==> config.mk <==
export PLATFORM = sky130hd
export DESIGN_NAME = stws_div
export DESIGN_NICKNAME = d
export VERILOG_FILES = /design/src/sv/stws_div.sv
export SDC_FILE = /design/constraint.sdc
export NUM_CORES = 1
export LEC_CHECK = 0
export ABC_AREA = 0
export BUFFER_PORTS_ARGS = -buffer_cell sky130_fd_sc_hd__buf_2
export CORE_UTILIZATION = 46
export DETAILED_ROUTE_END_ITERATION = 7
export GPL_ROUTABILITY_DRIVEN = 0
export PLACE_DENSITY = 0.75
export SYNTH_ARGS = -nofsm -noshare
export SYNTH_HDL_FRONTEND = slang
export SYNTH_SLANG_ARGS = --single-unit
==> constraint.sdc <==
create_clock -name aclk -period 2.1 [get_ports aclk]
set_input_delay 0.42 -clock aclk [delete_from_list [all_inputs] [get_ports aclk]]
set_output_delay 0.42 -clock aclk [all_outputs]
set_load 0.02 [all_outputs]
==> src/sv/stws_div.sv <==
module stws_div #(
    parameter int DVD_W = 41,
    parameter int DVS_W = 9
) (
    input  logic             aclk,
    input  logic             aresetn,
    input  logic             start,
    input  logic [DVD_W-1:0] dividend,
    input  logic [DVS_W-1:0] divisor,
    output logic             done,
    output logic [DVD_W-1:0] quotient
);

    localparam int CNT_W = $clog2(DVD_W);

    logic             busy_reg, busy_next;
    logic             done_reg, done_next;
    logic [CNT_W-1:0] cnt_reg, cnt_next;
    logic [DVS_W-1:0] rem_reg, rem_next;
    logic [DVD_W-1:0] quo_reg, quo_next;
    logic [DVS_W-1:0] dvs_reg, dvs_next;
    logic [DVS_W:0]   trial;

    // restoring division, one quotient bit per cycle
    always_comb begin
        busy_next = busy_reg;
        done_next = 1'b0;
        cnt_next  = cnt_reg;
        rem_next  = rem_reg;
        quo_next  = quo_reg;
        dvs_next  = dvs_reg;
        trial     = {rem_reg, quo_reg[DVD_W-1]};
        if (start) begin
            busy_next = 1'b1;
            cnt_next  = '0;
            rem_next  = '0;
            quo_next  = dividend;
            dvs_next  = divisor;
        end else if (busy_reg) begin
            if (trial >= {1'b0, dvs_reg}) begin
                rem_next = DVS_W'(trial - {1'b0, dvs_reg});
                quo_next = {quo_reg[DVD_W-2:0], 1'b1};
            end else begin
                rem_next = DVS_W'(trial);
                quo_next = {quo_reg[DVD_W-2:0], 1'b0};
            end
            cnt_next = CNT_W'(cnt_reg + 1'b1);
            if (cnt_reg == CNT_W'(DVD_W - 1)) begin
                busy_next = 1'b0;
                done_next = 1'b1;
            end
        end
    end

    always_ff @(posedge aclk) begin
        if (!aresetn) begin
            busy_reg <= 1'b0;
            done_reg <= 1'b0;
        end else begin
            busy_reg <= busy_next;
            done_reg <= done_next;
        end
        cnt_reg <= cnt_next;
        rem_reg <= rem_next;
        quo_reg <= quo_next;
        dvs_reg <= dvs_next;
    end

    assign done     = done_reg;
    assign quotient = quo_reg;

endmodule

; After elaboration in Yosys (flattened, before gate mapping)
; Cells that the tools add are included.
[op_classes]
addsub = 2
n_lt_le_gt_ge = 1
n_eq_ne = 1
muxes = 8
bitwise = 2
reduce_logical = 2
[ops]
columns = cell, n
row1 = $mux W41, 2
row2 = $ge A10 B9 Y1, 1
row3 = $mux W9, 1
row4 = $sub A9 B9 Y9, 1
row5 = $add A6 B1 Y6 const B, 1
row6 = $eq A6 B6 Y1 const B, 1
row7 = $mux W1, 5
row8 = $reduce_or A3 Y1, 1
row9 = $not A1 Y1, 2
row10 = $reduce_bool A2 Y1, 1
[totals]
ff_bits = 67
word_cells = 22

; Longest topological paths before layout
; Gate-level depths: netlist of the first run.
[logic_depth]
ltp_word = 4
mapped_depth = 10
ltp_nobuf = 9

; Least setup slack after synthesis of the first run
; No wires, ideal clock.
[synth_timing]
path_kind = register to register
startpoint = reg quo_reg[40] (netlist: quotient[40])
endpoint = reg rem_reg[1]
setup_ps = 140
t_arrival_ps = 2197
required_time_ps = 1960
path_slack_ps = -237
stages_incl_launch_ff = 11
period_less_slack_ps = 2337
cell_sequence = edfxtp_1 > inv_1 > ha_1 > inv_1 > fa_1 > a211oi_2 > o211ai_1 > a21oi_2 > buf_4 > mux2i_1 > a211oi_1
[synth_via]
elab_chain_len = 2
elab_cells_between_ends = 3
classes_between = 1 x add/sub / 1 x order compare / 1 x mux
[synth_rtl]
columns = element, line_no
row1 = "start, declared", 20  ; logic [DVD_W-1:0] quo_reg, quo_next;
row2 = "start signal, assigned", 65  ; quo_reg <= quo_next;
row3 = $sub A9 B9 Y9 / $ge A10 B9 Y1 (equally long branches), "41, 40"
row4 = $mux W9 *, 40  ; if (trial >= {1'b0, dvs_reg}) begin
row5 = "end signal, assigned", 64  ; rem_reg <= rem_next;
row6 = "end, declared", 19  ; logic [DVS_W-1:0] rem_reg, rem_next;
; Mark *: on every way between the ends. The rest lies on a longest branch, timed or not.
; A chain may end at the register's enable or synchronous reset.

; Final worst setup path of the first run
[layout_timing]
startpoint = reg quo_reg[40] (netlist: quotient[40])
endpoint = reg rem_reg[7]
; Same word-level chain as after synthesis.

==> key figures, run 1 <==
Die
  • Initial Util: between 40 and 50%
  • Std cell rows: 29
  • Chip Height: 85.2 um
  • IO Pins: 95
  • Full die area: approximately 7300 um2
  • Area of the core: between 6000 and 7000 um2
  • Die width: 85.2 um

Synthesis
  • Top cells by area, synth: edfxtp_1, mux2_2, dfxtp_1
  • Async set-reset flop share out of synthesis: 0%
  • Top-area cell type share of the netlist area: 47.2%
  • Synth Cell Area: 3180 um2
  • Yosys cell types: 40
  • Syn. warnings: 0
  • Cell taking the most area after synthesis: edfxtp_1
  • Post-Syn Nets: 308
  • Syn Area/Cell: 13.1 um2
  • Cell count after synthesis: around 240
  • Number of synthesized register bits: between 60 and 70
  • Most used DFF post-synth: edfxtp_1
  • Post-synth EDFFs: 50
  • Part of the Yosys area used for sequential elements: 57.9%

Pwr
  • P per Cell Area: between 800 and 900 nW/um2
  • LEAKAGE: around 1.8 nW
  • Logic pwr share: between 10% and 20%
  • Seq pwr share: 43.3%
  • VDD IR max: 0.000470 V
  • Power Internal: 2.82 mW
  • Total power draw: 3.76 mW
  • Clock share of power: 38.6%
  • Psw: 0.938 mW
  • Sw Ratio: 24.9%

Route
  • Post-route ant nets: 0
  • Vias per cell: 5.25
  • DRT iter0 DRCs: 113
  • Drt total wl: a little under 7000 um
  • DRT Pass-1 Iters: 4
  • WL/cell: 15.3 um
  • Residual DRC: 0
  • Vias: 2319

Timing
  • Worst Tran Pin Value: 0.430 ns
  • Final setup TNS: -0.869 ns
  • Setup violators final: 9
  • Max-slew headroom: 71.2%
  • Final slew viol count: 0
  • Worst Skew: 0.00649 ns
  • RSZ-0062 raised after global routing: yes
  • Final worst path period share: 106%
  • Hold WS: between 0.2 and 0.3 ns
  • Fmax: 0.447 GHz
  • Final worst setup slack: -0.135 ns
  • Final hold violations: 0
  • Minimum clock period: 2.23 ns

Clock network
  • Cts hold-fix bufs: 0
  • CTS Buf Count: 9
  • CTS tree: done
  • CTS sink count: 67
  • H-tree depth: 3
  • Clock transition at path regs: 0.08 ns
  • Worst skew pair latency: 0.33 ns
  • Root Buffer: clkbuf_8
  • Clock tree buffer depth: 2

Final layout
  • Final Non-Filler Cells: 442
  • Fin area: 4190 um2
  • Antenna cell count: 0
  • Layout cells sized above 1: 50.1%
  • Final Util: 64.5%
  • # fillers: 499
  • P&R area growth vs syn: 31.6%
  • Fin nets: 425
  • Largest register FFs: about 40

Worst setup path
  • Crit-path slowest cell: edfxtp_1
  • Reg2Reg Depth: 10
  • Data required, critical path: 2.33 ns
  • Critical R2R Capture: rem_reg[7]$_SDFFE_PP0P_
  • Crit-path cells: inv_1, ha_2, inv_2, fa_2, a211oi_2, o211ai_1, a21oi_2, buf_4, nand2b_1, a32o_1
  • Worst path max stage delay: between 0.3 and 0.4 ns
  • Worst Path Arrival: 2.47 ns
  • CP Launch Type: flop
  • Worst setup EP type: flop
  • R2r startpoint: quotient[40]$_DFFE_PP_
  • Worst Setup Path Type: reg -> reg
  • Reg2Reg Setup Slack: -0.13 ns
  • Worst-path maximum fanout: 4

Run status
  • Status: complete, but fails checks
  • Violated checks: negative setup slack

GRT
  • Largest net degree at the start of global routing: 42
  • Gr ovfl total: 0
  • Gr usage total: between 20% and 30%
  • Vias in the first global route: 2368
  • First-pass GRT wire length: around 11000 um
  • Initial antenna violation count: 0

Hold path
  • Hold Path Depth: 1
  • Hold Path End: dvs_reg[5]$_DFFE_PP_
  • Worst min path class: in -> reg
  • Worst Hold Launch: divisor[5]

Run
  • Max-cap violations: 0

Placed design
  • Place WS: -0.0947 ns
  • Placed Cells: about 420
  • Final HPWL DP: around 5000 um
  • Placed inst area: 3880 um2
  • PortBufs: 94
-- cell usage after synthesis (all sizes together), types with 2 or more instances --
library cell and instances:
edfxtp 50, a32oi 2, xor2 6, clkbuf 6, nor2b 3, a211oi 5
xnor2 2, nand2 10, ha 11, nor2 20, buf 3, o31ai 3
nand4 3, inv 15, dfxtp 17, nand3 2, o21ai 7, a21oi 10
nand2b 5, mux2i 7, mux2 41, nand3b 2
-- power by group through the flow --
stage | Clock, mW | Sequential, mW | Combinational, mW
final | 1.45 | 1.63 | 0.679
after global placement | 0 | 1.65 | 0.650
after detailed placement | 0 | 1.65 | 0.661
after CTS | 1.48 | 1.63 | 0.667
after floorplan | 0 | 1.75 | 0.309
after global routing | 1.53 | 1.64 | 0.737
-- cell type report --
type / instances / area [um2] / share of cell area (%)
multi-input combinational: 152 / 1260 / 30.1
inverter: 15 / 56.3 / 1.34
clock inverter: 6 / 136 / 3.26
sequential: 67 / 1840 / 44.0
tap: 77 / 96.3 / 2.30
timing repair buffer: 115 / 661 / 15.8
clock buffer: 10 / 138 / 3.29
-- cell usage in the layout (no fill, tap or decap), types with 2 or more instances in the layout --
| cell | instances |
|---|---|
| a32oi_1 | 2 |
| nand3b_1 | 2 |
| buf_6 | 2 |
| bufinv_16 | 4 |
| nand4_1 | 3 |
| o31ai_1 | 2 |
| xor2_1 | 6 |
| a211oi_2 | 2 |
| nand2b_1 | 5 |
| a21oi_1 | 9 |
| nor2_1 | 20 |
| o21ai_0 | 4 |
| nand2_1 | 9 |
| inv_1 | 14 |
| nand3_1 | 2 |
| dfxtp_1 | 17 |
| edfxtp_1 | 50 |
| o21ai_1 | 2 |
| buf_4 | 17 |
| mux2_2 | 41 |
| mux2i_1 | 7 |
| buf_12 | 2 |
| buf_2 | 94 |
| ha_1 | 10 |
| clkbuf_8 | 10 |
| a211oi_1 | 3 |
| nor2b_1 | 3 |
| xnor2_1 | 2 |
-- layer usage --
metal | GRT usage (%) | share of wire (%) | up-vias
met5 | 0 | 0 | -
met4 | 10.3 | 2.0 | 0
met1 | 25.5 | 45 | 1110
met2 | 31.5 | 48 | 69
met3 | 6.03 | 5.6 | 10
li1 | - | - | 1130
-- how the worst max path moves through the flow --
stage                         endpoint  slack [ns]                   start  cells after the start
2_1_floorplan  rem_reg[1]$_SDFFE_PP0P_       -0.19  quotient[40]$_DFFE_PP_                     10
3_3_place_gp   rem_reg[4]$_SDFFE_PP0P_       -0.04  quotient[40]$_DFFE_PP_                     10
3_5_place_dp   rem_reg[4]$_SDFFE_PP0P_       -0.09  quotient[40]$_DFFE_PP_                     10
4_1_cts        rem_reg[0]$_SDFFE_PP0P_       -0.09  quotient[40]$_DFFE_PP_                     10
5_1_grt        rem_reg[3]$_SDFFE_PP0P_       -0.24  quotient[40]$_DFFE_PP_                     10
6_report       rem_reg[7]$_SDFFE_PP0P_       -0.13  quotient[40]$_DFFE_PP_                     10
-- worst max-delay path: cells and delay by family (launching register included) --
family                     cells  cell delay [ns]
AOI/OAI and AO/OA              4             0.89
adders and majority gates      2             0.52
buffers and inverters          3             0.29
DFF                            1             0.39
and+or+nand+nor                1             0.05
-- cells by family (layout without fill, tap and decap cells) --
kind of cell	Yosys count	count (layout)	synth area share (%)
compound gates	32	32	7.08
xor+xnor	8	8	2.20
fa+ha+maj	12	12	4.95
buf+inv	24	146	2.95
flops	67	67	57.9
mux	48	48	16.7
simple gates	52	52	8.22
-- repair_timing --
action,CTS,global route
pin swaps,4,3
gates resized for setup,1,6
setup buffers,0,2
setup endpoints to repair,9,10
No activity file was read; power rests on OpenSTA's default activity.
==> run 2: changes to the inputs <==
==> config.mk (replaced) <==
export PLATFORM = sky130hd
export DESIGN_NAME = stws_div
export DESIGN_NICKNAME = d
export VERILOG_FILES = /design/src/sv/stws_div.sv
export SDC_FILE = /design/constraint.sdc
export NUM_CORES = 1
export LEC_CHECK = 0
export ABC_AREA = 1
export BUFFER_PORTS_ARGS = -buffer_cell sky130_fd_sc_hd__buf_2
export CORE_UTILIZATION = 47
export DETAILED_ROUTE_END_ITERATION = 7
export GPL_ROUTABILITY_DRIVEN = 0
export PLACE_DENSITY = 0.76
export SYNTH_ARGS = -nofsm -noshare
export SYNTH_HDL_FRONTEND = slang
export SYNTH_SLANG_ARGS = --single-unit
==> run 2 against run 1 <==
  * The flow now finishes without violations
  * First-iteration DRC count grew 74%
  * Highest routed layer unchanged
  * Synthesized cell count grew 56%
  * Fmax rose by 17%
  * Final cell count increased by 29%
  * Core utilization decreased by 4.0 points
  * Critical path type unchanged
  * Clock power fell by 27%
  * Hold slack got worse by 0.0092 ns
  * Area after synthesis grew 3.1%
  * Global-route usage is 0.35 points higher
  * Sequential cell count did not move
  * Register-to-register slack better by 0.33 ns
==> key figures, run 2 <==
Clock network
  • Clock tree buffer depth: 2
  • CTS sink count: 67
  • Cts hold-fix bufs: 0
  • CTS tree: done
  • H-tree depth: 3
  • CTS Buf Count: 9
  • Root Buffer: clkbuf_8
  • Clock transition at path regs: 0.08 ns
  • Worst skew pair latency: 0.34 ns

Final layout
  • Register area: about 1800 um2
  • Largest register FFs: 41
  • Antenna cell count: 0
  • Layout cells sized above 1: around 28%
  • # fillers: 604
  • Fin nets: approximately 550
  • Most common cell after layout, fill and taps aside: nand2_1
  • Commonest cells after routing, fill and taps aside: nand2_1, buf_2, edfxtp_1
  • Final Non-Filler Cells: 571
  • P&R area growth vs syn: 24.5%
  • Multi-input logic area: roughly 1200 um2

GRT
  • Gr ovfl total: 0
  • First-pass GRT wire length: 11500 um
  • Initial antenna violation count: 0
  • Vias in the first global route: 2602
  • Largest net degree at the start of global routing: 35
  • Gr usage total: around a fifth

Synthesis
  • Syn. warnings: 0
  • Synth Cell Area: 3280 um2
  • Cell taking the most area after synthesis: edfxtp_1
  • Top cells by area, synth: edfxtp_1, nand2_1, dfxtp_1
  • Post-synth EDFFs: 50
  • Cell count after synthesis: 380
  • Number of synthesized register bits: 67
  • Post-Syn Nets: ~450
  • Yosys cell types: 22
  • Most used DFF post-synth: edfxtp_1
  • Async set-reset flop share out of synthesis: 0%
  • Part of the Yosys area used for sequential elements: 56.2%
  • Post-synth top cells: nand2_1, edfxtp_1, inv_1
  • Syn Area/Cell: ~8.6 um2
  • Cell with the most instances after synthesis: nand2_1
  • Top-area cell type share of the netlist area: 45.8%

Timing
  • Final hold violations: 0
  • Final worst setup slack: about 0.19 ns
  • Worst Tran Pin Value: 0.475 ns
  • Worst Skew: 0.0132 ns
  • Minimum clock period: ~1.9 ns
  • Final worst path period share: 90.9%
  • Max-slew headroom: 68.2%
  • RSZ-0062 raised after global routing: no
  • Final slew viol count: 0
  • Setup violators final: 0
  • Final setup TNS: 0 ns
  • Fmax: between 0.5 and 0.6 GHz

Pwr
  • LEAKAGE: 2.11 nW
  • VDD IR max: 0.000452 V
  • P per Cell Area: 802 nW/um2

Placed design
  • Placed Cells: 550
  • Place WS: 0.0563 ns
  • Final HPWL DP: 5260 um
  • PortBufs: 94

Die
  • Area of the core: 6760 um2
  • Std cell rows: 30
  • Initial Util: 48.5%
  • IO Pins: 95
  • Chip Height: 85.5 um
  • Full die area: 7320 um2
  • Die width: 85.5 um

Worst setup path
  • Most used cell, CP: inv_1
  • Critical R2R Capture: quotient[0]$_DFFE_PP_
  • R2r startpoint: quotient[40]$_DFFE_PP_
  • Buffers & Inverters on Critical Path: 3
  • Data required, critical path: 2.19 ns
  • Worst setup EP type: flop
  • Reg2Reg Depth: 9
  • Worst Setup Path Type: reg -> reg
  • Worst-path maximum fanout: 9
  • CP Launch Type: flop
  • Crit-path cells: inv_1, ha_1, inv_1, fa_1, nand2_1, nand3_2, nand2_4, buf_4, a31oi_1
  • Crit-path slowest cell: fa_1
  • Worst Path Arrival: 1.99 ns
  • Delay-heaviest family, CP: adder cells
  • Reg2Reg Setup Slack: 0.19 ns
  • CP Launch Point: quotient[40]$_DFFE_PP_
  • Worst path max stage delay: 0.41 ns

Route
  • WL/cell: roughly 13 um
  • Vias: 2802
  • Residual DRC: 0
  • Drt total wl: 7240 um
  • DRT Pass-1 Iters: 4
  • Post-route ant nets: 0
  • Vias per cell: 4.91
  • DRT iter0 DRCs: between 150 and 200

Run
  • Max-cap violations: 0

Hold path
  • Worst Hold Launch: divisor[2]
  • Worst min path class: in -> reg
  • Hold Path End: dvs_reg[2]$_DFFE_PP_
  • Hold Path Depth: 1

Run status
  • Status: completed
-- run 2: how the worst max path moves through the flow --
stage | end | slack (ns) | depth (start not counted)
detailed placement | rem_reg[2]$_SDFFE_PP0P_ | 0.06 | 11
global placement | rem_reg[0]$_SDFFE_PP0P_ | 0.17 | 11
floorplan | quotient[0]$_DFFE_PP_ | 0.05 | 3
CTS | rem_reg[2]$_SDFFE_PP0P_ | 0.05 | 11
finish | quotient[0]$_DFFE_PP_ | 0.19 | 9
global route | rem_reg[0]$_SDFFE_PP0P_ | 0.006 | 11
-- run 2: layout make-up --
type	instances	area share [%]
flip-flops and latches	67	45.1
multi-input cells	260	30.0
clock buffers	10	3.12
clock inverters	6	1.59
inverters	40	3.68
well taps	80	2.45
repair buffers	108	14.1
-- run 2: power by group --
group / total (mW) / switching (mW) / leakage (nW) / internal, mW
Clock: 1.06 / 0.507 / 0.0966 / 0.551
Combinational: 0.599 / 0.380 / 1.36 / 0.218
Sequential: 1.62 / 0.0609 / 0.648 / 1.56
Total: 3.28 / 0.948 / 2.11 / 2.33
-- run 2: per-stage QoR --
step	hold slack, ns	total power [mW]	instance area (um2)	util, %
finish	0.250	3.28	4080	60.4
global route	0.242	3.43	4080	60.4
CTS	0.236	3.30	4040	59.8
detailed placement	0.472	2.24	3850	57.0
global placement	0.469	2.22	3850	57.0
floorplan	0.444	2.02	3280	-
-- run 2: cells by family after synthesis --
family	count (synthesis)	synth area share (%)
xor+xnor	3	0.801
simple gates	227	28.8
flops	67	56.2
buf+inv	53	6.68
fa+ha+maj	12	4.81
compound gates	18	2.79
-- run 2: timing repair --
action | CTS | global route
setup endpoints to repair | 0 | 8
buffers inserted | 0 | 5
resized for setup | 0 | 1
endpoints found under the hold margin | 0 | 0
-- run 2: routing by layer --
layer  up-vias  GRT usage [%]  share of wire (%)  wire, um
met5         -              0                  0         0
met4         0           11.5                3.2       235
met3        20           4.52                4.9       358
met2        86           32.1                 47      3380
met1      1266           26.6                 45      3260
li1       1430              -                  -         -
==> run 3: changes to the inputs <==
--- a/config.mk
+++ b/config.mk
@@ -9,8 +9,8 @@
 export BUFFER_PORTS_ARGS = -buffer_cell sky130_fd_sc_hd__buf_2
 export CORE_UTILIZATION = 47
 export DETAILED_ROUTE_END_ITERATION = 7
-export GPL_ROUTABILITY_DRIVEN = 0
 export PLACE_DENSITY = 0.76
+export RECOVER_POWER = 25
 export SYNTH_ARGS = -nofsm -noshare
 export SYNTH_HDL_FRONTEND = slang
 export SYNTH_SLANG_ARGS = --single-unit
==> run 3 against run 2 <==
  * Final cell count stayed put
  * Wire length down 0.32%
  * Count of clock-buffer cells in the layout stayed put
  * Setup slack worse by 0.0095 ns
  * Sequential share of layout area is 0.097 points higher
  * Clock power about the same
  * Clock skew decreased by 0.00068 ns
  * Fmax decreased by 0.50%
  * Die area is the same
  * Critical path type unchanged
  * Critical path depth is the same
  * Register-to-register slack about the same
  * Sequential cell count unchanged
==> key figures, run 3 (synthesis gave the netlist of run 2 again) <==
Route
  • Drt total wl: 7220 um
  • DRT iter0 DRCs: 197
  • DRT Pass-1 Iters: 4
  • Vias: 2818
  • WL/cell: 12.6 um
  • Residual DRC: 0
  • Vias per cell: 4.94
  • Post-route ant nets: 0

Timing
  • Final setup TNS: 0 ns
  • Final hold violations: 0
  • Minimum clock period: ~1.9 ns
  • Final worst setup slack: around 0.18 ns
  • Worst Skew: 0.0125 ns
  • RSZ-0062 raised after global routing: no
  • Worst Tran Pin Value: 1.46 ns
  • Fmax: around 0.52 GHz
  • Max-slew headroom: between 2 and 3%
  • Setup violators final: 0
  • Final slew viol count: 0
  • Final worst path period share: 91.4%

Worst setup path
  • Data required, critical path: 2.18 ns
  • Worst Path Arrival: 1.99 ns
  • Buffers & Inverters on Critical Path: 3
  • Reg2Reg Setup Slack: 0.18 ns
  • Delay-heaviest family, CP: adder cells
  • Worst setup EP type: flop
  • Worst path max stage delay: 0.41 ns
  • Crit-path cells: inv_1, ha_1, inv_1, fa_1, nand2_1, nand3_2, nand2_4, buf_4, a31oi_1
  • Crit-path slowest cell: fa_1
  • Most used cell, CP: inv_1
  • Worst Setup Path Type: reg -> reg
  • Worst-path maximum fanout: 9
  • CP Launch Type: flop

Die
  • Area of the core: slightly below 7000 um2
  • IO Pins: 95
  • Full die area: 7320 um2
  • Std cell rows: 30
  • Chip Height: 85.5 um
  • Initial Util: about half
  • Die width: approximately 86 um

Final layout
  • Most common cell after layout, fill and taps aside: nand2_1
  • Fin nets: about 550
  • Antenna cell count: 0
  • P&R area growth vs syn: 24.3%
  • Commonest cells after routing, fill and taps aside: nand2_1, buf_2, edfxtp_1
  • Layout cells sized above 1: 27.3%
  • Largest register FFs: 41

Clock network
  • Root Buffer: clkbuf_8
  • Clock transition at path regs: 0.08 ns
  • CTS Buf Count: 9
  • Cts hold-fix bufs: 0
  • CTS sink count: 67
  • H-tree depth: 3
  • CTS tree: done
  • Clock tree buffer depth: 2
  • Worst skew pair latency: 0.34 ns

Pwr
  • VDD IR max: 0.000452 V
  • P per Cell Area: 803 nW/um2
  • LEAKAGE: around 2.1 nW

GRT
  • Grt met2 use: between 30% and 40%
  • Gr usage total: between 20% and 30%
  • First-pass GRT wire length: 11500 um
  • Initial antenna violation count: 0
  • Met3 Usage GRT: 4.52%
  • Largest net degree at the start of global routing: 35
  • Vias in the first global route: 2602
  • Met1 GRT Util: 26.6%
  • Busiest grt layer: met2
  • Gr ovfl total: 0

Placed design
  • GPL Wtd Cong: 0.910
  • PortBufs: 94
  • Final HPWL DP: 5260 um
  • Place WS: 0.0563 ns

Run status
  • Status: completed

Hold path
  • Worst min path class: in -> reg

Run
  • Max-cap violations: 0
run 3: metal layers:
| metal | vias up | part of all wire [%] | routed length [um] |
|---|---|---|---|
| met2 | 98 | 47 | 3380 |
| met4 | 0 | 3.3 | 235 |
| met1 | 1267 | 44 | 3180 |
| met5 | - | 0 | 0 |
| li1 | 1433 | - | - |
| met3 | 20 | 5.8 | 420 |
run 3: worst paths after layout:
| kind | depth (start not counted) | start | to |
|---|---|---|---|
| max reg2reg | 9 | quotient[40]$_DFFE_PP_ | quotient[0]$_DFFE_PP_ |
| max | 9 | quotient[40]$_DFFE_PP_ | quotient[0]$_DFFE_PP_ |
| min reg2reg | 2 | rem_reg[5]$_SDFFE_PP0P_ | rem_reg[5]$_SDFFE_PP0P_ |
| min | 1 | divisor[2] | dvs_reg[2]$_DFFE_PP_ |
run 3: worst register-to-register path: cells and delay by family, from the launching register on:
family,cells,cell delay [ns]
AOI/OAI and AO/OA,1,0.06
buffers and inverters,3,0.30
adders and majority gates,2,0.56
DFF,1,0.39
and+or+nand+nor,3,0.35
run 3: through the flow:
stage	utilization [%]	power, mW	instances	hold slack [ns]	instance area (um2)
finish	60.3	3.27	571	0.252	4080
global route	60.3	3.43	571	0.242	4080
CTS	59.8	3.30	566	0.236	4040
detailed placement	57.0	2.24	550	0.472	3850
global placement	57.0	2.22	550	0.469	3850
floorplan	-	2.02	380	0.444	3280
run 3: report_power, final:
| group | internal [mW] | leakage (nW) | total [mW] | switching, mW |
|---|---|---|---|---|
| logic | 0.217 | 1.35 | 0.597 | 0.380 |
| clock network | 0.551 | 0.0966 | 1.06 | 0.505 |
| registers | 1.56 | 0.648 | 1.62 | 0.0610 |
| total | 2.33 | 2.10 | 3.27 | 0.946 |
run 3: what timing repair did:
| action | 4_1_cts | 5_1_grt |
|---|---|---|
| endpoints found under the setup margin | 0 | 8 |
| hold endpoints to repair | 0 | 0 |
| gates resized for setup | 0 | 1 |
| buffers inserted | 0 | 5 |
run 3: cell type report:
class	count	area, um2
clock buffer	10	128
clock inverter	6	65.1
fill	605	2680
inverter	40	150
multi-input combinational	260	1220
sequential	67	1840
tap	80	100
timing repair buffer	108	567
